`config.mk`:
```
export PLATFORM = sky130hd
export DESIGN_NAME = phong_shading_accumulator_top
export DESIGN_NICKNAME = d
export VERILOG_FILES = /design/src/rtl/core/psa_pkg.sv /design/src/rtl/core/psa_ctrl.sv /design/src/rtl/core/psa_datapath.sv /design/src/rtl/core/phong_shading_accumulator_top.sv
export SDC_FILE = /design/constraint.sdc
export NUM_CORES = 2
export LEC_CHECK = 0
export BUFFER_PORTS_ARGS = -buffer_cell sky130_fd_sc_hd__buf_2
export CAP_MARGIN = 15
export CORE_ASPECT_RATIO = 0.9
export CORE_MARGIN = 3
export CORE_UTILIZATION = 35
export DETAILED_ROUTE_END_ITERATION = 6
export HOLD_SLACK_MARGIN = 0.15
export PLACE_DENSITY = 0.53
export RECOVER_POWER = 25
export SYNTH_ARGS = -nofsm -noshare
export SYNTH_HDL_FRONTEND = slang
export SYNTH_SLANG_ARGS = --single-unit
```
`constraint.sdc`:
```
create_clock -name clk_i -period 34.4 [get_ports clk_i]
set_input_delay 6.88 -clock clk_i [delete_from_list [all_inputs] [get_ports clk_i]]
set_output_delay 6.88 -clock clk_i [all_outputs]
set_load 0.02 [all_outputs]
```
`src/rtl/core/psa_pkg.sv`:
```
// ---------------------------------------------------------------------------
// psa_pkg
// shared types and constants of the phong shading accumulator
// ---------------------------------------------------------------------------
package psa_pkg;

  localparam int MAX_SAMPLES = 256;
  localparam int CNT_W       = $clog2(MAX_SAMPLES + 1);

  localparam int CRD_W = 21;
  localparam int DIF_W = 22;
  localparam int UNI_W = 16;
  localparam int COL_W = 16;
  localparam int SUM_W = 24;
  localparam int SQ_W  = 44;
  localparam int LEN_W = 23;
  localparam int DOT_W = 36;
  localparam int REF_W = 18;
  localparam int WGT_W = 15;
  localparam int TOT_W = 27;
  localparam int MA_W  = 28;
  localparam int MB_W  = 23;
  localparam int MP_W  = MA_W + MB_W;
  localparam int DCNT_W = 5;

  localparam int IN_DATA_W  = 360;
  localparam int OUT_DATA_W = 48;
  localparam int CFG_ADDR_W = 3;

  localparam int OFS_POS   = 0;
  localparam int OFS_NRM   = 63;
  localparam int OFS_VIEW  = 126;
  localparam int OFS_LIGHT = 189;
  localparam int OFS_KD    = 252;
  localparam int OFS_KS    = 300;
  localparam int OFS_SHIN  = 348;

  localparam logic [WGT_W-1:0]  ONE_Q14    = WGT_W'(16384);
  localparam logic [COL_W-1:0]  LIGHT_RST  = COL_W'(16384);
  localparam logic [SUM_W-1:0]  SUM_MAX    = '1;
  localparam logic [SQ_W-1:0]   SQRT_B0    = SQ_W'(1) << (SQ_W - 2);
  localparam logic [DCNT_W-1:0] NDIV_STEPS = DCNT_W'(15);
  localparam logic [DCNT_W-1:0] FDIV_STEPS = DCNT_W'(SUM_W);

  localparam logic [CFG_ADDR_W-1:0] REG_AMBIENT_RED   = 3'd0;
  localparam logic [CFG_ADDR_W-1:0] REG_AMBIENT_GREEN = 3'd1;
  localparam logic [CFG_ADDR_W-1:0] REG_AMBIENT_BLUE  = 3'd2;
  localparam logic [CFG_ADDR_W-1:0] REG_LIGHT_RED     = 3'd3;
  localparam logic [CFG_ADDR_W-1:0] REG_LIGHT_GREEN   = 3'd4;
  localparam logic [CFG_ADDR_W-1:0] REG_LIGHT_BLUE    = 3'd5;

  localparam logic [1:0] VEC_L    = 2'd0;
  localparam logic [1:0] VEC_V    = 2'd1;
  localparam logic [1:0] VEC_N    = 2'd2;
  localparam logic [1:0] SEL_DIFF = 2'd0;
  localparam logic [1:0] SEL_SPEC = 2'd1;
  localparam logic [1:0] IDX_LAST = 2'd2;

  typedef enum logic [4:0] {
    OP_NONE, OP_LOAD, OP_SQ, OP_SQRT_START, OP_SQRT_STEP, OP_NDIV_START,
    OP_DIV_STEP, OP_NORM_WB, OP_DOT_NL, OP_WD, OP_REFL, OP_DOT_VR,
    OP_POW_INIT, OP_POW_MUL, OP_POW_SQR, OP_ACC_D, OP_ACC_S, OP_AMB,
    OP_FDIV_START, OP_FDIV_WB, OP_LIT, OP_EMIT_SHADE, OP_EMIT_LIGHT
  } op_e;

  typedef enum logic [4:0] {
    S_IDLE, S_DECODE, S_SQ, S_SQRT_START, S_SQRT, S_NDIV_START, S_NDIV,
    S_NORM_WB, S_DOT_NL, S_WD, S_WD_CHK, S_REFL, S_DOT_VR, S_POW_INIT,
    S_POW_CHK, S_POW_MUL, S_POW_SQR, S_ACC_D, S_ACC_S, S_CHK, S_AMB,
    S_FDIV_START, S_FDIV, S_FDIV_WB, S_LIT, S_EMIT, S_EMIT_LIGHT
  } state_e;

  typedef struct packed {
    op_e        op;
    logic [1:0] vec;
    logic [1:0] idx;
  } cmd_t;

  typedef struct packed {
    logic sqrt_busy;
    logic div_busy;
    logic light;
    logic shadowed;
    logic last;
    logic wd_zero;
    logic e_zero;
    logic cnt_zero;
    logic out_full;
  } stat_t;

endpackage

```
`src/rtl/core/psa_ctrl.sv`:
```
// ---------------------------------------------------------------------------
// psa_ctrl
// sequencer that steps the shared datapath through one light sample
// ---------------------------------------------------------------------------
module psa_ctrl import psa_pkg::*; (
  input  logic  clk_i,
  input  logic  rst_ni,
  input  logic  in_valid_i,
  output logic  in_ready_o,
  input  stat_t stat_i,
  output cmd_t  cmd_o
);

  state_e     state_q, state_d;
  logic [1:0] vec_q, vec_d;
  logic [1:0] idx_q, idx_d;
  logic       idx_end;

  assign idx_end = (idx_q == IDX_LAST);

  always_ff @(posedge clk_i or negedge rst_ni) begin
    if (!rst_ni) begin
      state_q <= S_IDLE;
      vec_q   <= VEC_L;
      idx_q   <= '0;
    end else begin
      state_q <= state_d;
      vec_q   <= vec_d;
      idx_q   <= idx_d;
    end
  end

  always_comb begin
    state_d = state_q;
    vec_d   = vec_q;
    idx_d   = idx_q;
    unique case (state_q)
      S_IDLE: begin
        if (in_valid_i) begin
          state_d = S_DECODE;
          vec_d   = VEC_L;
          idx_d   = '0;
        end
      end
      S_DECODE: begin
        if (stat_i.light) begin
          state_d = stat_i.last ? S_EMIT_LIGHT : S_IDLE;
        end else if (stat_i.shadowed) begin
          state_d = S_CHK;
        end else begin
          state_d = S_SQ;
        end
      end
      S_SQ: begin
        if (idx_end) begin
          state_d = S_SQRT_START;
          idx_d   = '0;
        end else begin
          idx_d = idx_q + 2'd1;
        end
      end
      S_SQRT_START: state_d = S_SQRT;
      S_SQRT: begin
        if (!stat_i.sqrt_busy) begin
          state_d = S_NDIV_START;
        end
      end
      S_NDIV_START: state_d = S_NDIV;
      S_NDIV: begin
        if (!stat_i.div_busy) begin
          state_d = S_NORM_WB;
        end
      end
      S_NORM_WB: begin
        if (!idx_end) begin
          idx_d   = idx_q + 2'd1;
          state_d = S_NDIV_START;
        end else if (vec_q == VEC_N) begin
          idx_d   = '0;
          state_d = S_DOT_NL;
        end else begin
          idx_d   = '0;
          vec_d   = vec_q + 2'd1;
          state_d = S_SQ;
        end
      end
      S_DOT_NL: begin
        if (idx_end) begin
          state_d = S_WD;
          idx_d   = '0;
        end else begin
          idx_d = idx_q + 2'd1;
        end
      end
      S_WD:     state_d = S_WD_CHK;
      S_WD_CHK: state_d = stat_i.wd_zero ? S_ACC_D : S_REFL;
      S_REFL: begin
        if (idx_end) begin
          state_d = S_DOT_VR;
          idx_d   = '0;
        end else begin
          idx_d = idx_q + 2'd1;
        end
      end
      S_DOT_VR: begin
        if (idx_end) begin
          state_d = S_POW_INIT;
          idx_d   = '0;
        end else begin
          idx_d = idx_q + 2'd1;
        end
      end
      S_POW_INIT: state_d = S_POW_CHK;
      S_POW_CHK:  state_d = stat_i.e_zero ? S_ACC_D : S_POW_MUL;
      S_POW_MUL:  state_d = S_POW_SQR;
      S_POW_SQR:  state_d = S_POW_CHK;
      S_ACC_D: begin
        if (idx_end) begin
          state_d = S_ACC_S;
          idx_d   = '0;
        end else begin
          idx_d = idx_q + 2'd1;
        end
      end
      S_ACC_S: begin
        if (idx_end) begin
          state_d = S_CHK;
          idx_d   = '0;
        end else begin
          idx_d = idx_q + 2'd1;
        end
      end
      S_CHK: begin
        idx_d   = '0;
        state_d = stat_i.last ? S_AMB : S_IDLE;
      end
      S_AMB: begin
        if (idx_end) begin
          idx_d   = '0;
          vec_d   = SEL_DIFF;
          state_d = stat_i.cnt_zero ? S_LIT : S_FDIV_START;
        end else begin
          idx_d = idx_q + 2'd1;
        end
      end
      S_FDIV_START: state_d = S_FDIV;
      S_FDIV: begin
        if (!stat_i.div_busy) begin
          state_d = S_FDIV_WB;
        end
      end
      S_FDIV_WB: begin
        if (!idx_end) begin
          idx_d   = idx_q + 2'd1;
          state_d = S_FDIV_START;
        end else if (vec_q == SEL_SPEC) begin
          idx_d   = '0;
          state_d = S_LIT;
        end else begin
          idx_d   = '0;
          vec_d   = SEL_SPEC;
          state_d = S_FDIV_START;
        end
      end
      S_LIT: begin
        if (idx_end) begin
          state_d = S_EMIT;
          idx_d   = '0;
        end else begin
          idx_d = idx_q + 2'd1;
        end
      end
      S_EMIT, S_EMIT_LIGHT: begin
        if (!stat_i.out_full) begin
          state_d = S_IDLE;
        end
      end
      default: state_d = S_IDLE;
    endcase
  end

  always_comb begin
    cmd_o.vec  = vec_q;
    cmd_o.idx  = idx_q;
    cmd_o.op   = OP_NONE;
    in_ready_o = 1'b0;
    unique case (state_q)
      S_IDLE: begin
        in_ready_o = 1'b1;
        cmd_o.op   = in_valid_i ? OP_LOAD : OP_NONE;
      end
      S_SQ:           cmd_o.op = OP_SQ;
      S_SQRT_START:   cmd_o.op = OP_SQRT_START;
      S_SQRT:         cmd_o.op = OP_SQRT_STEP;
      S_NDIV_START:   cmd_o.op = OP_NDIV_START;
      S_NDIV, S_FDIV: cmd_o.op = OP_DIV_STEP;
      S_NORM_WB:      cmd_o.op = OP_NORM_WB;
      S_DOT_NL:       cmd_o.op = OP_DOT_NL;
      S_WD:           cmd_o.op = OP_WD;
      S_REFL:         cmd_o.op = OP_REFL;
      S_DOT_VR:       cmd_o.op = OP_DOT_VR;
      S_POW_INIT:     cmd_o.op = OP_POW_INIT;
      S_POW_MUL:      cmd_o.op = OP_POW_MUL;
      S_POW_SQR:      cmd_o.op = OP_POW_SQR;
      S_ACC_D:        cmd_o.op = OP_ACC_D;
      S_ACC_S:        cmd_o.op = OP_ACC_S;
      S_AMB:          cmd_o.op = OP_AMB;
      S_FDIV_START:   cmd_o.op = OP_FDIV_START;
      S_FDIV_WB:      cmd_o.op = OP_FDIV_WB;
      S_LIT:          cmd_o.op = OP_LIT;
      S_EMIT:         cmd_o.op = stat_i.out_full ? OP_NONE : OP_EMIT_SHADE;
      S_EMIT_LIGHT:   cmd_o.op = stat_i.out_full ? OP_NONE : OP_EMIT_LIGHT;
      default:        cmd_o.op = OP_NONE;
    endcase
  end

endmodule

```
`src/rtl/core/psa_datapath.sv`:
```
// ---------------------------------------------------------------------------
// psa_datapath
// operand registers, shared multiplier, square root and divider units,
// running sums and the output register
// ---------------------------------------------------------------------------
module psa_datapath import psa_pkg::*; (
  input  logic                  clk_i,
  input  logic                  rst_ni,
  input  cmd_t                  cmd_i,
  input  logic [IN_DATA_W-1:0]  in_data_i,
  input  logic [1:0]            in_user_i,
  input  logic                  in_last_i,
  input  logic                  cfg_we_i,
  input  logic [CFG_ADDR_W-1:0] cfg_addr_i,
  input  logic [COL_W-1:0]      cfg_data_i,
  input  logic                  out_ready_i,
  output logic                  out_valid_o,
  output logic [OUT_DATA_W-1:0] out_data_o,
  output stat_t                 stat_o
);

  // configuration and accumulated state
  logic [COL_W-1:0] amb_q [3];
  logic [COL_W-1:0] lit_q [3];
  logic [SUM_W-1:0] dsum_q [3];
  logic [SUM_W-1:0] ssum_q [3];
  logic [CNT_W-1:0] count_q;
  logic             out_valid_q;

  // per sample payload
  logic signed [DIF_W-1:0] d_q [3][3];
  logic [3*COL_W-1:0]      kd_q, ks_q;
  logic [7:0]              shin_q;
  logic                    light_q, shadowed_q, last_q;
  logic signed [UNI_W-1:0] l_q [3];
  logic signed [UNI_W-1:0] v_q [3];
  logic signed [UNI_W-1:0] n_q [3];
  logic signed [REF_W-1:0] r_q [3];
  logic [SQ_W-1:0]         sq_q, sx_q, sr_q, sb_q;
  logic [LEN_W-1:0]        rem_q, dsor_q;
  logic [SUM_W-1:0]        dvd_q, quo_q;
  logic [DCNT_W-1:0]       dcnt_q;
  logic signed [DOT_W-1:0] s_q;
  logic [WGT_W-1:0]        wd_q, base_q, acc_q;
  logic [7:0]              e_q;
  logic [TOT_W-1:0]        tot_q [3];
  logic [OUT_DATA_W-1:0]   out_data_q;

  // combinational helpers
  logic signed [MA_W-1:0]  mul_a;
  logic signed [MB_W-1:0]  mul_b;
  logic signed [MP_W-1:0]  prod, prod_neg, refl_t;
  logic signed [DIF_W-1:0] dsel;
  logic [DIF_W-1:0]        mag;
  logic [SQ_W:0]           trial;
  logic [LEN_W:0]          dtry;
  logic [WGT_W-1:0]        qc;
  logic signed [UNI_W-1:0] unit;
  logic [COL_W-1:0]        kd_c, ks_c;
  logic [COL_W-1:0]        lit_y;
  logic [SUM_W-1:0]        fsum;

  function automatic logic [WGT_W-1:0] clamp_dot(input logic signed [DOT_W-1:0] s);
    logic signed [DOT_W-1:0] t;
    t = s >>> 14;
    if (s <= 0) begin
      return '0;
    end else if (t > $signed(DOT_W'(ONE_Q14))) begin
      return ONE_Q14;
    end
    return t[WGT_W-1:0];
  endfunction

  function automatic logic [SUM_W-1:0] sat_add(input logic [SUM_W-1:0] s,
                                               input logic [COL_W-1:0] a);
    logic [SUM_W:0] t;
    t = {1'b0, s} + (SUM_W+1)'(a);
    return t[SUM_W] ? SUM_MAX : t[SUM_W-1:0];
  endfunction

  assign dsel  = d_q[cmd_i.vec][cmd_i.idx];
  assign mag   = dsel[DIF_W-1] ? DIF_W'(-dsel) : dsel;
  assign kd_c  = kd_q[cmd_i.idx*COL_W +: COL_W];
  assign ks_c  = ks_q[cmd_i.idx*COL_W +: COL_W];
  assign trial = {1'b0, sr_q} + {1'b0, sb_q};
  assign dtry  = {rem_q, dvd_q[SUM_W-1]};
  assign fsum  = (cmd_i.vec == SEL_SPEC) ? ssum_q[cmd_i.idx] : dsum_q[cmd_i.idx];

  // normalized component, zero for a zero length vector
  always_comb begin
    if (sr_q == '0) begin
      qc = '0;
    end else if (quo_q > SUM_W'(ONE_Q14)) begin
      qc = ONE_Q14;
    end else begin
      qc = quo_q[WGT_W-1:0];
    end
    unit = dsel[DIF_W-1] ? -$signed(UNI_W'(qc)) : $signed(UNI_W'(qc));
  end

  // shared multiplier operand select
  always_comb begin
    mul_a = '0;
    mul_b = '0;
    case (cmd_i.op)
      OP_SQ: begin
        mul_a = MA_W'(dsel);
        mul_b = MB_W'(dsel);
      end
      OP_DOT_NL: begin
        mul_a = MA_W'(n_q[cmd_i.idx]);
        mul_b = MB_W'(l_q[cmd_i.idx]);
      end
      OP_REFL: begin
        mul_a = $signed(MA_W'({wd_q, 1'b0}));
        mul_b = MB_W'(n_q[cmd_i.idx]);
      end
      OP_DOT_VR: begin
        mul_a = MA_W'(v_q[cmd_i.idx]);
        mul_b = MB_W'(r_q[cmd_i.idx]);
      end
      OP_POW_MUL: begin
        mul_a = $signed(MA_W'(acc_q));
        mul_b = $signed(MB_W'(base_q));
      end
      OP_POW_SQR: begin
        mul_a = $signed(MA_W'(base_q));
        mul_b = $signed(MB_W'(base_q));
      end
      OP_ACC_D: begin
        mul_a = $signed(MA_W'(wd_q));
        mul_b = $signed(MB_W'(kd_c));
      end
      OP_ACC_S: begin
        mul_a = $signed(MA_W'(acc_q));
        mul_b = $signed(MB_W'(ks_c));
      end
      OP_AMB: begin
        mul_a = $signed(MA_W'(amb_q[cmd_i.idx]));
        mul_b = $signed(MB_W'(kd_c));
      end
      OP_LIT: begin
        mul_a = $signed(MA_W'(tot_q[cmd_i.idx]));
        mul_b = $signed(MB_W'(lit_q[cmd_i.idx]));
      end
      default: begin
        mul_a = '0;
        mul_b = '0;
      end
    endcase
  end

  assign prod     = mul_a * mul_b;
  assign prod_neg = -prod;
  // quotient by 2^14 truncated toward zero
  assign refl_t   = prod[MP_W-1] ? -(prod_neg >>> 14) : (prod >>> 14);
  assign lit_y    = (|prod[MP_W-1:30]) ? '1 : prod[29:14];

  // control and accumulated state
  always_ff @(posedge clk_i or negedge rst_ni) begin
    if (!rst_ni) begin
      for (int c = 0; c < 3; c++) begin
        amb_q[c]  <= '0;
        lit_q[c]  <= LIGHT_RST;
        dsum_q[c] <= '0;
        ssum_q[c] <= '0;
      end
      count_q     <= '0;
      out_valid_q <= 1'b0;
    end else begin
      if (cfg_we_i) begin
        case (cfg_addr_i)
          REG_AMBIENT_RED:   amb_q[0] <= cfg_data_i;
          REG_AMBIENT_GREEN: amb_q[1] <= cfg_data_i;
          REG_AMBIENT_BLUE:  amb_q[2] <= cfg_data_i;
          REG_LIGHT_RED:     lit_q[0] <= cfg_data_i;
          REG_LIGHT_GREEN:   lit_q[1] <= cfg_data_i;
          REG_LIGHT_BLUE:    lit_q[2] <= cfg_data_i;
          default: ;
        endcase
      end
      if (out_valid_q && out_ready_i) begin
        out_valid_q <= 1'b0;
      end
      case (cmd_i.op)
        OP_LOAD: begin
          if (!in_user_i[1] && (count_q < CNT_W'(MAX_SAMPLES))) begin
            count_q <= count_q + CNT_W'(1);
          end
        end
        OP_ACC_D: dsum_q[cmd_i.idx] <= sat_add(dsum_q[cmd_i.idx], prod[29:14]);
        OP_ACC_S: ssum_q[cmd_i.idx] <= sat_add(ssum_q[cmd_i.idx], prod[29:14]);
        OP_EMIT_SHADE, OP_EMIT_LIGHT: begin
          out_valid_q <= 1'b1;
          count_q     <= '0;
          for (int c = 0; c < 3; c++) begin
            dsum_q[c] <= '0;
            ssum_q[c] <= '0;
          end
        end
        default: ;
      endcase
    end
  end

  // payload registers
  always_ff @(posedge clk_i) begin
    case (cmd_i.op)
      OP_LOAD: begin
        for (int c = 0; c < 3; c++) begin
          d_q[VEC_L][c] <= DIF_W'($signed(in_data_i[OFS_LIGHT + c*CRD_W +: CRD_W]))
                         - DIF_W'($signed(in_data_i[OFS_POS + c*CRD_W +: CRD_W]));
          d_q[VEC_V][c] <= DIF_W'($signed(in_data_i[OFS_VIEW + c*CRD_W +: CRD_W]))
                         - DIF_W'($signed(in_data_i[OFS_POS + c*CRD_W +: CRD_W]));
          d_q[VEC_N][c] <= DIF_W'($signed(in_data_i[OFS_NRM + c*CRD_W +: CRD_W]));
        end
        kd_q       <= in_data_i[OFS_KD +: 3*COL_W];
        ks_q       <= in_data_i[OFS_KS +: 3*COL_W];
        shin_q     <= in_data_i[OFS_SHIN +: 8];
        shadowed_q <= in_user_i[0];
        light_q    <= in_user_i[1];
        last_q     <= in_last_i;
      end
      OP_SQ: sq_q <= ((cmd_i.idx == '0) ? '0 : sq_q) + prod[SQ_W-1:0];
      OP_SQRT_START: begin
        sx_q <= sq_q;
        sr_q <= '0;
        sb_q <= SQRT_B0;
      end
      OP_SQRT_STEP: begin
        if (sb_q != '0) begin
          if ({1'b0, sx_q} >= trial) begin
            sx_q <= sx_q - trial[SQ_W-1:0];
            sr_q <= (sr_q >> 1) + sb_q;
          end else begin
            sr_q <= sr_q >> 1;
          end
          sb_q <= sb_q >> 2;
        end
      end
      OP_NDIV_START: begin
        dsor_q <= sr_q[LEN_W-1:0];
        rem_q  <= LEN_W'(mag >> 1);
        dvd_q  <= {mag[0], (SUM_W-1)'(0)};
        quo_q  <= '0;
        dcnt_q <= NDIV_STEPS;
      end
      OP_FDIV_START: begin
        dsor_q <= LEN_W'(count_q);
        rem_q  <= '0;
        dvd_q  <= fsum;
        quo_q  <= '0;
        dcnt_q <= FDIV_STEPS;
      end
      OP_DIV_STEP: begin
        if (dcnt_q != '0) begin
          if (dtry >= {1'b0, dsor_q}) begin
            rem_q <= LEN_W'(dtry - {1'b0, dsor_q});
            quo_q <= {quo_q[SUM_W-2:0], 1'b1};
          end else begin
            rem_q <= dtry[LEN_W-1:0];
            quo_q <= {quo_q[SUM_W-2:0], 1'b0};
          end
          dvd_q  <= dvd_q << 1;
          dcnt_q <= dcnt_q - DCNT_W'(1);
        end
      end
      OP_NORM_WB: begin
        case (cmd_i.vec)
          VEC_L:   l_q[cmd_i.idx] <= unit;
          VEC_V:   v_q[cmd_i.idx] <= unit;
          default: n_q[cmd_i.idx] <= unit;
        endcase
      end
      OP_DOT_NL, OP_DOT_VR: begin
        s_q <= ((cmd_i.idx == '0) ? '0 : s_q) + $signed(prod[DOT_W-1:0]);
      end
      OP_WD: begin
        wd_q  <= clamp_dot(s_q);
        acc_q <= '0;
      end
      OP_REFL: begin
        r_q[cmd_i.idx] <= $signed(refl_t[REF_W-1:0]) - REF_W'(l_q[cmd_i.idx]);
      end
      OP_POW_INIT: begin
        base_q <= clamp_dot(s_q);
        acc_q  <= ONE_Q14;
        e_q    <= shin_q;
      end
      OP_POW_MUL: begin
        if (e_q[0]) begin
          acc_q <= prod[28:14];
        end
      end
      OP_POW_SQR: begin
        base_q <= prod[28:14];
        e_q    <= e_q >> 1;
      end
      OP_AMB:     tot_q[cmd_i.idx] <= TOT_W'(prod[31:14]);
      OP_FDIV_WB: tot_q[cmd_i.idx] <= tot_q[cmd_i.idx] + TOT_W'(quo_q);
      OP_LIT:     tot_q[cmd_i.idx] <= TOT_W'(lit_y);
      OP_EMIT_SHADE: begin
        out_data_q <= {tot_q[2][COL_W-1:0], tot_q[1][COL_W-1:0], tot_q[0][COL_W-1:0]};
      end
      OP_EMIT_LIGHT: out_data_q <= {lit_q[2], lit_q[1], lit_q[0]};
      default: ;
    endcase
  end

  assign out_valid_o     = out_valid_q;
  assign out_data_o      = out_data_q;
  assign stat_o.sqrt_busy = (sb_q != '0);
  assign stat_o.div_busy  = (dcnt_q != '0);
  assign stat_o.light     = light_q;
  assign stat_o.shadowed  = shadowed_q;
  assign stat_o.last      = last_q;
  assign stat_o.wd_zero   = (wd_q == '0);
  assign stat_o.e_zero    = (e_q == '0);
  assign stat_o.cnt_zero  = (count_q == '0);
  assign stat_o.out_full  = out_valid_q;

endmodule

```
`src/rtl/core/phong_shading_accumulator_top.sv`:
```
// a light sample is only decoded, and with the last mark it emits the light color;
// a shadowed sample skips the shading; a lit sample runs the bit-serial square root
// (22 steps per vector) and the restoring divider (15 steps per vector component)
// and, unless n.l <= 0, the power loop once per bit of shininess; a last sample
// that is no light hit adds six 24-step divisions by a nonzero sample count
// one sample in flight at a time; reset is asynchronous and active low
// ---------------------------------------------------------------------------
// phong_shading_accumulator_top
// per-hit phong shading over a run of light samples
// ---------------------------------------------------------------------------
module phong_shading_accumulator_top import psa_pkg::*; (
  input  logic                  clk_i,
  input  logic                  rst_ni,
  input  logic                  s_axis_tvalid,
  output logic                  s_axis_tready,
  // hit_position, surface_normal, view_origin, light_position,
  // diffuse_color, specular_color, shininess, zero pad
  input  logic [IN_DATA_W-1:0]  s_axis_tdata,
  // shadowed, hits_light
  input  logic [1:0]            s_axis_tuser,
  input  logic                  s_axis_tlast,
  output logic                  m_axis_tvalid,
  input  logic                  m_axis_tready,
  // red, green, blue
  output logic [OUT_DATA_W-1:0] m_axis_tdata,
  input  logic                  cfg_we_i,
  input  logic [CFG_ADDR_W-1:0] cfg_addr_i,
  input  logic [COL_W-1:0]      cfg_data_i
);

  cmd_t  cmd;
  stat_t stat;

  psa_ctrl u_ctrl (
    .clk_i      (clk_i),
    .rst_ni     (rst_ni),
    .in_valid_i (s_axis_tvalid),
    .in_ready_o (s_axis_tready),
    .stat_i     (stat),
    .cmd_o      (cmd)
  );

  psa_datapath u_datapath (
    .clk_i       (clk_i),
    .rst_ni      (rst_ni),
    .cmd_i       (cmd),
    .in_data_i   (s_axis_tdata),
    .in_user_i   (s_axis_tuser),
    .in_last_i   (s_axis_tlast),
    .cfg_we_i    (cfg_we_i),
    .cfg_addr_i  (cfg_addr_i),
    .cfg_data_i  (cfg_data_i),
    .out_ready_i (m_axis_tready),
    .out_valid_o (m_axis_tvalid),
    .out_data_o  (m_axis_tdata),
    .stat_o      (stat)
  );

endmodule

```
After elaboration in Yosys (flattened, before gate mapping)
Memories as Yosys holds them, arrays and structs flattened.
Cells that the tools add are included.

storage, ports and cells
  flip-flop bits (word level) = 778
  bits in latches = 0
  memory bits (writable) = 477
  bits in read-only memories = 0
  logic and storage cells = 344
  memories = 6

memory list
  memory            words  width  read ports  clocked after Yosys merged registers in  write ports  RTL line            RTL
  u_datapath.d_q    3      66     1           0                                        3            psa_datapath.sv:31  logic signed [DIF_W-1:0] d_q [3][3];
  u_datapath.tot_q  3      27     4           0                                        1            psa_datapath.sv:46  logic [TOT_W-1:0] tot_q [3];
  u_datapath.r_q    3      18     1           0                                        1            psa_datapath.sv:38  logic signed [REF_W-1:0] r_q [3];
  u_datapath.l_q    3      16     1           0                                        1            psa_datapath.sv:35  logic signed [UNI_W-1:0] l_q [3];
  u_datapath.n_q    3      16     1           0                                        1            psa_datapath.sv:37  logic signed [UNI_W-1:0] n_q [3];
  u_datapath.v_q    3      16     1           0                                        1            psa_datapath.sv:36  logic signed [UNI_W-1:0] v_q [3];

cells by class
  add/sub/neg operators = 24
  multiply operators = 1
  divide/modulo/power cells = 0
  $lt $le $gt $ge = 8
  eq/ne operators = 78
  shift-type cells = 2
  muxes and demuxes = 130
  bitwise operators = 3
  reductions and logical operators = 54

operator list
  cell                                            count
  case mux 72 bit (2 select lines)                2
  2-to-1 mux 44 bit                               6
  case mux 44 bit (2 select lines)                3
  case mux 28 bit (9 select lines)                1
  2-to-1 mux 24 bit                               10
  case mux 23 bit (8 select lines)                1
  bitwise mux 72 bit                              2
  subtractor 21 x 21 -> 22 bit                    6
  case mux 5 bit (25 select lines)                1
  2-to-1 mux 5 bit                                24
  case mux 5 bit (22 select lines)                1
  2-to-1 mux 15 bit                               7
  binary-select mux 24 bit (select 2 bit)         2
  2-to-1 mux 16 bit                               6
  case mux 48 bit (2 select lines)                1
  indexed part select 48 x 7 -> 16 bit            2
  == test 5 bit (second input constant)           18
  == test 5 x 4 -> 1 bit (second input constant)  16
  case mux 24 bit (3 select lines)                1
  case mux 23 bit (3 select lines)                1
  2-to-1 mux 22 bit                               3
  binary-select mux 16 bit (select 2 bit)         2
  2-to-1 mux 27 bit                               2
  multiplier 28 x 23 -> 51 bit                    1
  75 further kinds                                181

Depth between registers and ports, before layout
  word-level depth = 11
  mapped depth = 56
  mapped depth without buffers = 48

Cells and area by module
From an unflattened synthesis, not the netlist that was laid out.

second synthesis, totals
  cells, all modules = 9631
  area total of the unflattened synthesis = 97332.1 um^2

by module, submodules not included
  module        times used  cells each  area each (um^2)
  psa_datapath  1           9445        95974.5
  psa_ctrl      1           186         1357.6

Worst setup path before layout
OpenSTA, ideal clock, no wires.

  kind = register -> register
  from = register u_ctrl.state_q[0]
  to = memory u_datapath.r_q[0][16], data pin
  arrival = 13.788 ns
  required time = 34.133 ns
  path slack = 20.345 ns
  stages on the path, launching flop included = 42
  path buffers = 7
  period minus slack after synthesis = 14.055 ns
  cell sequence = dfrtp_1 -> buf_2 -> clkbuf_1 -> nor3_1 -> nand2_1 -> o22ai_1 -> or2_2 -> clkbuf_1 -> clkbuf_1 -> buf_1 -> nand2_1 -> fa_1 -> inv_1 -> fa_1 -> fa_1 -> inv_1 -> fa_1 -> fa_1 -> (+6 left out) -> nand2_1 -> or4b_2 -> a21oi_1 -> clkbuf_1 -> nor2_1 -> xor2_1 -> ha_1 -> nor2b_1 -> o21ai_0 -> a21boi_0 -> o21ai_0 -> a21boi_0 -> o21ai_0 -> a21oi_1 -> o41ai_1 -> o211ai_1 -> a21oi_1 -> xnor2_1

on the way
  longest elaborated chain between the ends = 11
  elaborated cells on any way between the ends = 45
  classes of those cells = add/sub (3); mul (1); eq/ne (32); mux (4); reduce/logical (5)

ends and longest elaborated chain
  element                                                                                      RTL line             RTL
  start: declaration                                                                           psa_ctrl.sv:14       state_e state_q, state_d;
  start signal: assignment                                                                     psa_ctrl.sv:27       state_q <= state_d;
  == test 5 x 3 -> 1 bit / == test 5 bit (equally long branches)                               psa_ctrl.sv:187      unique case (state_q)
  OR reduction 2 bit                                                                           psa_ctrl.sv:187
  case mux 5 bit (22 select lines) (*)                                                         psa_ctrl.sv:187
  == test 5 bit / == test 5 x 4 -> 1 bit (equally long branches)                               psa_datapath.sv:105  case (cmd_i.op)
  OR reduction 2 bit (no source line)                                                          n/a
  case mux 28 bit (9 select lines) / case mux 23 bit (8 select lines) (equally long branches)  psa_datapath.sv:105
  multiplier 28 x 23 -> 51 bit (*)                                                             psa_datapath.sv:153  assign prod = mul_a * mul_b;
  negation 32 bit                                                                              psa_datapath.sv:154  assign prod_neg = -prod;
  negation 18 bit                                                                              psa_datapath.sv:156  assign refl_t = prod[MP_W-1] ? -(prod_neg >>> 14) : (prod >>> 14);
  2-to-1 mux 18 bit (*)                                                                        psa_datapath.sv:156
  subtractor 18 x 16 -> 18 bit (*)                                                             psa_datapath.sv:283  r_q[cmd_i.idx] <= $signed(refl_t[REF_W-1:0]) - REF_W'(l_q[cmd_i.idx]);
  end: declaration                                                                             psa_datapath.sv:38

Mark *: on every way between the ends. The rest lies on a longest branch, timed or not.

Worst setup path after layout
  from = register u_ctrl.state_q[1]
  to = memory u_datapath.r_q[2][16], data pin

Same word-level chain as after synthesis.

==> tab_implementation.tex <==
\begin{tabular}{lr}
\hline
Metric & Value \\
\hline
\multicolumn{2}{l}{\textbf{CTS}} \\
\quad Buffers inserted during post-CTS setup optimization & 0 \\
\quad Root cell of the clock tree & sky130\_fd\_sc\_hd\_\_clkbuf\_16 \\
\quad Clock-pin slew reported for the worst setup and hold paths after clock tree synthesis & approximately 0.06 ns \\
\quad Buffer depth of the longest clock path & 3 \\
\quad Clock tree from TritonCTS & done \\
\quad CTS H-tree lvls & 4 \\
\quad Quantity of hold-fixing buffers added after cts & 0 \\
\quad Post-CTS sizing & 0 \\
\quad Worst-Skew Late Latency & 0.85 ns \\
\quad Number of buffers created by CTS & 150 \\
\quad Total number of clock tree sinks & roughly 1,300 \\
\multicolumn{2}{l}{\textbf{Yosys}} \\
\quad Post-synthesis cell type count & about 110 \\
\quad Syn Std Cell Area & 96,680 µm² \\
\quad Post-synthesis average cell area & 10.19 µm² \\
\quad \#FFs+latches synth & between 1,000 and 1,500 \\
\quad Top post-synthesis cells by count & 1,131 x sky130\_fd\_sc\_hd\_\_nand2\_1, 998 x sky130\_fd\_sc\_hd\_\_edfxtp\_1, 960 x sky130\_fd\_sc\_hd\_\_inv\_1, 732 x sky130\_fd\_sc\_hd\_\_nor2\_1, 685 x sky130\_fd\_sc\_hd\_\_fa\_1 \\
\quad Most frequently used flop master after synthesis & sky130\_fd\_sc\_hd\_\_edfxtp\_1 \\
\quad Synthesized instance count & 9,492 \\
\quad Top-area cell type share of the netlist area & 0.3100 \\
\quad Count of warnings emitted by yosys & 0 \\
\quad Largest area contributor in the synthesized netlist & sky130\_fd\_sc\_hd\_\_edfxtp\_1 \\
\quad Most frequently used cell type in the post-synthesis netlist & sky130\_fd\_sc\_hd\_\_nand2\_1 \\
\quad Number of flops mapped to enable cells by yosys & about 1,000 \\
\quad Leading post-synthesis cells by cell area & sky130\_fd\_sc\_hd\_\_edfxtp\_1 31\%, sky130\_fd\_sc\_hd\_\_fa\_1 14\%, sky130\_fd\_sc\_hd\_\_ha\_1 6.9\% \\
\quad Register area share after synthesis & 0.3770 \\
\quad Syn Nets & 11,090 \\
\quad Share of synthesized registers carrying an async set or reset & 0.2060 \\
\multicolumn{2}{l}{\textbf{Route}} \\
\quad Routed wl met3 & 29,310 µm \\
\quad Routed length on met2 & between 150,000 and 200,000 µm \\
\quad Final WL & 343,700 µm \\
\quad Total number of vias & 75,300 \\
\quad WL/cell & 25.09 µm \\
\quad Iteration-0 DRC count of the detailed router & 6,686 \\
\quad Routed length on met1 & 143,200 µm \\
\quad Highest routed layer & met5 \\
\quad Number of detailed-routing iterations run before antenna repair & 7 \\
\quad Remaining routing DRC violations & 1 \\
\quad Antenna-violating nets left & 0 \\
\quad Vias per cell & 5.496 \\
\multicolumn{2}{l}{\textbf{Place}} \\
\quad Setup slack at placement & 18.53 ns \\
\quad Placement-stage cell area & 103,800 µm² \\
\quad Port Buffer Count & 432 \\
\quad Final weighted congestion in routability-driven placement & between 0.9 and 1 \\
\quad Dpl hpwl & between 200,000 and 300,000 µm \\
\multicolumn{2}{l}{\textbf{Die}} \\
\quad Die X-Extent & about 560 µm \\
\quad Vert. Die Dim & 504.6 µm \\
\quad \# IOs & 437 \\
\quad Overall die area & between 200,000 and 300,000 µm² \\
\quad Core footprint & around 270,000 µm² \\
\quad Cell Rows & 182 \\
\quad Initial Utilization & 0.3529 \\
\multicolumn{2}{l}{\textbf{Timing}} \\
\quad Measured slew at the worst slew-check pin & between 3 and 4 ns \\
\quad RSZ-0062 raised after global routing & false \\
\quad Crit path time final & 16.90 ns \\
\quad Worst relative slew slack & -1.544 \\
\quad Final Slew Violations & 801 \\
\quad Count of endpoints failing hold in the final timing report & 0 \\
\quad Final clock period utilization by the worst path & 0.4914 \\
\quad Worst path setup slack after routing & 17.50 ns \\
\quad Final sum of negative setup slack & 0 ns \\
\quad Final Setup Violations & 0 \\
\quad Peak Freq & 59.16 MHz \\
\quad Clock Skew & 0.07879 ns \\
\multicolumn{2}{l}{\textbf{Worst setup path}} \\
\quad Required time at the worst-slack endpoint & approximately 35 ns \\
\quad Setup CP Type & reg2reg \\
\quad Most repeated library cell on the critical path & sky130\_fd\_sc\_hd\_\_fa\_1 \\
\quad Slack of the worst reg-to-reg path & 17.50 ns \\
\quad Critical Path AT & 17.44 ns \\
\quad Maximum fanout encountered on the critical timing path & 37 \\
\quad Delay of the slowest cell on the worst path & 1.66 ns \\
\quad Critical Path Slowest Stage Cell & sky130\_fd\_sc\_hd\_\_clkbuf\_1 \\
\quad Kind of start point of the critical path & register \\
\quad Kind of end point of the critical path & register \\
\multicolumn{2}{l}{\textbf{Final layout}} \\
\quad Sequential cell area & 36,470 µm² \\
\quad Combined area of the multi-input logic cells & 55,320 µm² \\
\quad Cell area after layout & 108,900 µm² \\
\quad Final standard cell utilization of the core & 0.3974 \\
\quad Filler cells & 26,640 \\
\quad Share of post-route cells with drive strength above 1 & 0.1202 \\
\quad Layout overhead on the synthesized area & 12.59\% \\
\quad Total Nets Final & 11,490 \\
\multicolumn{2}{l}{\textbf{Global route}} \\
\quad Antenna violations before repair & 34 \\
\quad Via count of the first global-routing pass & 75,280 \\
\quad First-pass GRT wire length & approximately 500,000 µm \\
\quad Total global routing track utilization & 0.2373 \\
\quad Residual overflow from global routing & 0 \\
\quad Maximum number of pins on one net before global-route repair & 93 \\
\multicolumn{2}{l}{\textbf{Power and ir drop}} \\
\quad Leak pwr & around 45 nW \\
\quad Total power draw & $\sim$3.6 mW \\
\quad Total power divided by cell area & 32.75 nW/µm² \\
\quad Worst IR Drop VDD & 0.00005016 V \\
\multicolumn{2}{l}{\textbf{Run}} \\
\quad MaxCap Viol Count & 23 \\
\multicolumn{2}{l}{\textbf{Worst hold path}} \\
\quad Class of the tightest hold or removal check & reg2reg \\
\multicolumn{2}{l}{\textbf{Status}} \\
\quad Result of the run & complete, but fails checks \\
\quad Violated checks & DRC, capacitance limit, slew limit \\
\hline
\end{tabular}
-- critical path: cells and delay by family, from the launching register on --
| family | cells | cell delay [ns] |
|---|---|---|
| AND/OR/NAND/NOR | 11 | 3.84 |
| XOR/XNOR | 2 | 0.29 |
| adder cells (fa/ha/maj) | 10 | 4.92 |
| flip-flops | 1 | 0.36 |
| buffers and inverters | 7 | 3.02 |
| AO/OA/AOI/OAI | 14 | 4.09 |
-- per-layer routing --
metal,GRT usage,vias to the layer above
li1,-,33820
met1,0.3137,37720
met2,0.3772,3166
met3,0.05235,568
met4,0.09591,26
met5,0,-
-- where the power goes --
group | internal, mW | switching [mW] | leakage [nW]
registers | 1.66 | 0.0154 | 12.3
clock network | 0.965 | 0.705 | 2.49
logic | 0.0913 | 0.127 | 30.2
-- through the flow --
step           cells  hold slack [ns]
2_1_floorplan   9492           0.4492
3_3_place_gp   13410           0.4594
3_5_place_dp   13410           0.4693
4_1_cts        13680           0.4823
5_1_grt        13690           0.4987
6_report       13700           0.4777
-- state kept, by name (all words and copies together) (netlist names), 23 cells and up --
register	cells
u_datapath.dsum_q	72
u_datapath.sr_q	44
u_datapath.ssum_q	72
u_datapath.amb_q	48
u_datapath.v_q	48
u_datapath.out_data_o	48
u_datapath.d_q	195
u_datapath.rem_q	23
u_datapath.s_q	36
u_datapath.ks_q	48
u_datapath.lit_q	48
u_datapath.quo_q	24
u_datapath.kd_q	48
u_datapath.sx_q	44
u_datapath.tot_q	108
u_datapath.dsor_q	23
u_datapath.n_q	48
u_datapath.r_q	54
u_datapath.dvd_q	24
u_datapath.l_q	48
u_datapath.sq_q	44
-- final timing paths --
kind,startpoint,to,depth (start not counted)
max in group asynchronous,rst_ni,u_datapath.dsum_q[22],4
min,u_datapath.ssum_q[42],u_datapath.ssum_q[42],2
max,u_ctrl.state_q[1],u_datapath.r_q[2][16],44
min in group asynchronous,rst_ni,u_datapath.count_q[8],1
min reg2reg,u_datapath.ssum_q[42],u_datapath.ssum_q[42],2
max reg2reg,u_ctrl.state_q[1],u_datapath.r_q[2][16],44
-- placed cells by master, fill, tap and decap left out, types with 152 or more instances in the layout --
master / count
sky130_fd_sc_hd__inv_1: 958
sky130_fd_sc_hd__edfxtp_1: 998
sky130_fd_sc_hd__a21oi_1: 469
sky130_fd_sc_hd__buf_2: 432
sky130_fd_sc_hd__and2_1: 164
sky130_fd_sc_hd__nor2_1: 722
sky130_fd_sc_hd__dfrtp_1: 253
sky130_fd_sc_hd__mux2_2: 160
sky130_fd_sc_hd__o21ai_0: 566
sky130_fd_sc_hd__buf_4: 170
sky130_fd_sc_hd__fa_1: 685
sky130_fd_sc_hd__nand2_1: 1129
sky130_fd_sc_hd__xnor2_1: 290
sky130_fd_sc_hd__ha_1: 529
sky130_fd_sc_hd__mux2i_1: 264
sky130_fd_sc_hd__clkbuf_16: 152
-- final cells by class --
class	count	share of cell area
antenna	13	0.0002989
clock buffer	193	0.03709
clock inverter	83	0.01038
inverter	966	0.03340
multi-input combinational	6873	0.5082
sequential	1257	0.3350
tap	3680	0.04230
timing repair buffer	636	0.03330
-- logic make-up (layout without fill, tap and decap cells) --
kind of cell	after synthesis	in the layout	synth area share
compound gates	1860	1860	0.1222
xor+xnor	445	445	0.04053
fa+ha+maj	1216	1216	0.2105
buf+inv	1362	1878	0.05456
flops	1257	1257	0.3770
mux	486	486	0.05878
other cells	0	13	0
simple gates	2866	2866	0.1364
No activity file was read; power rests on OpenSTA's default activity.
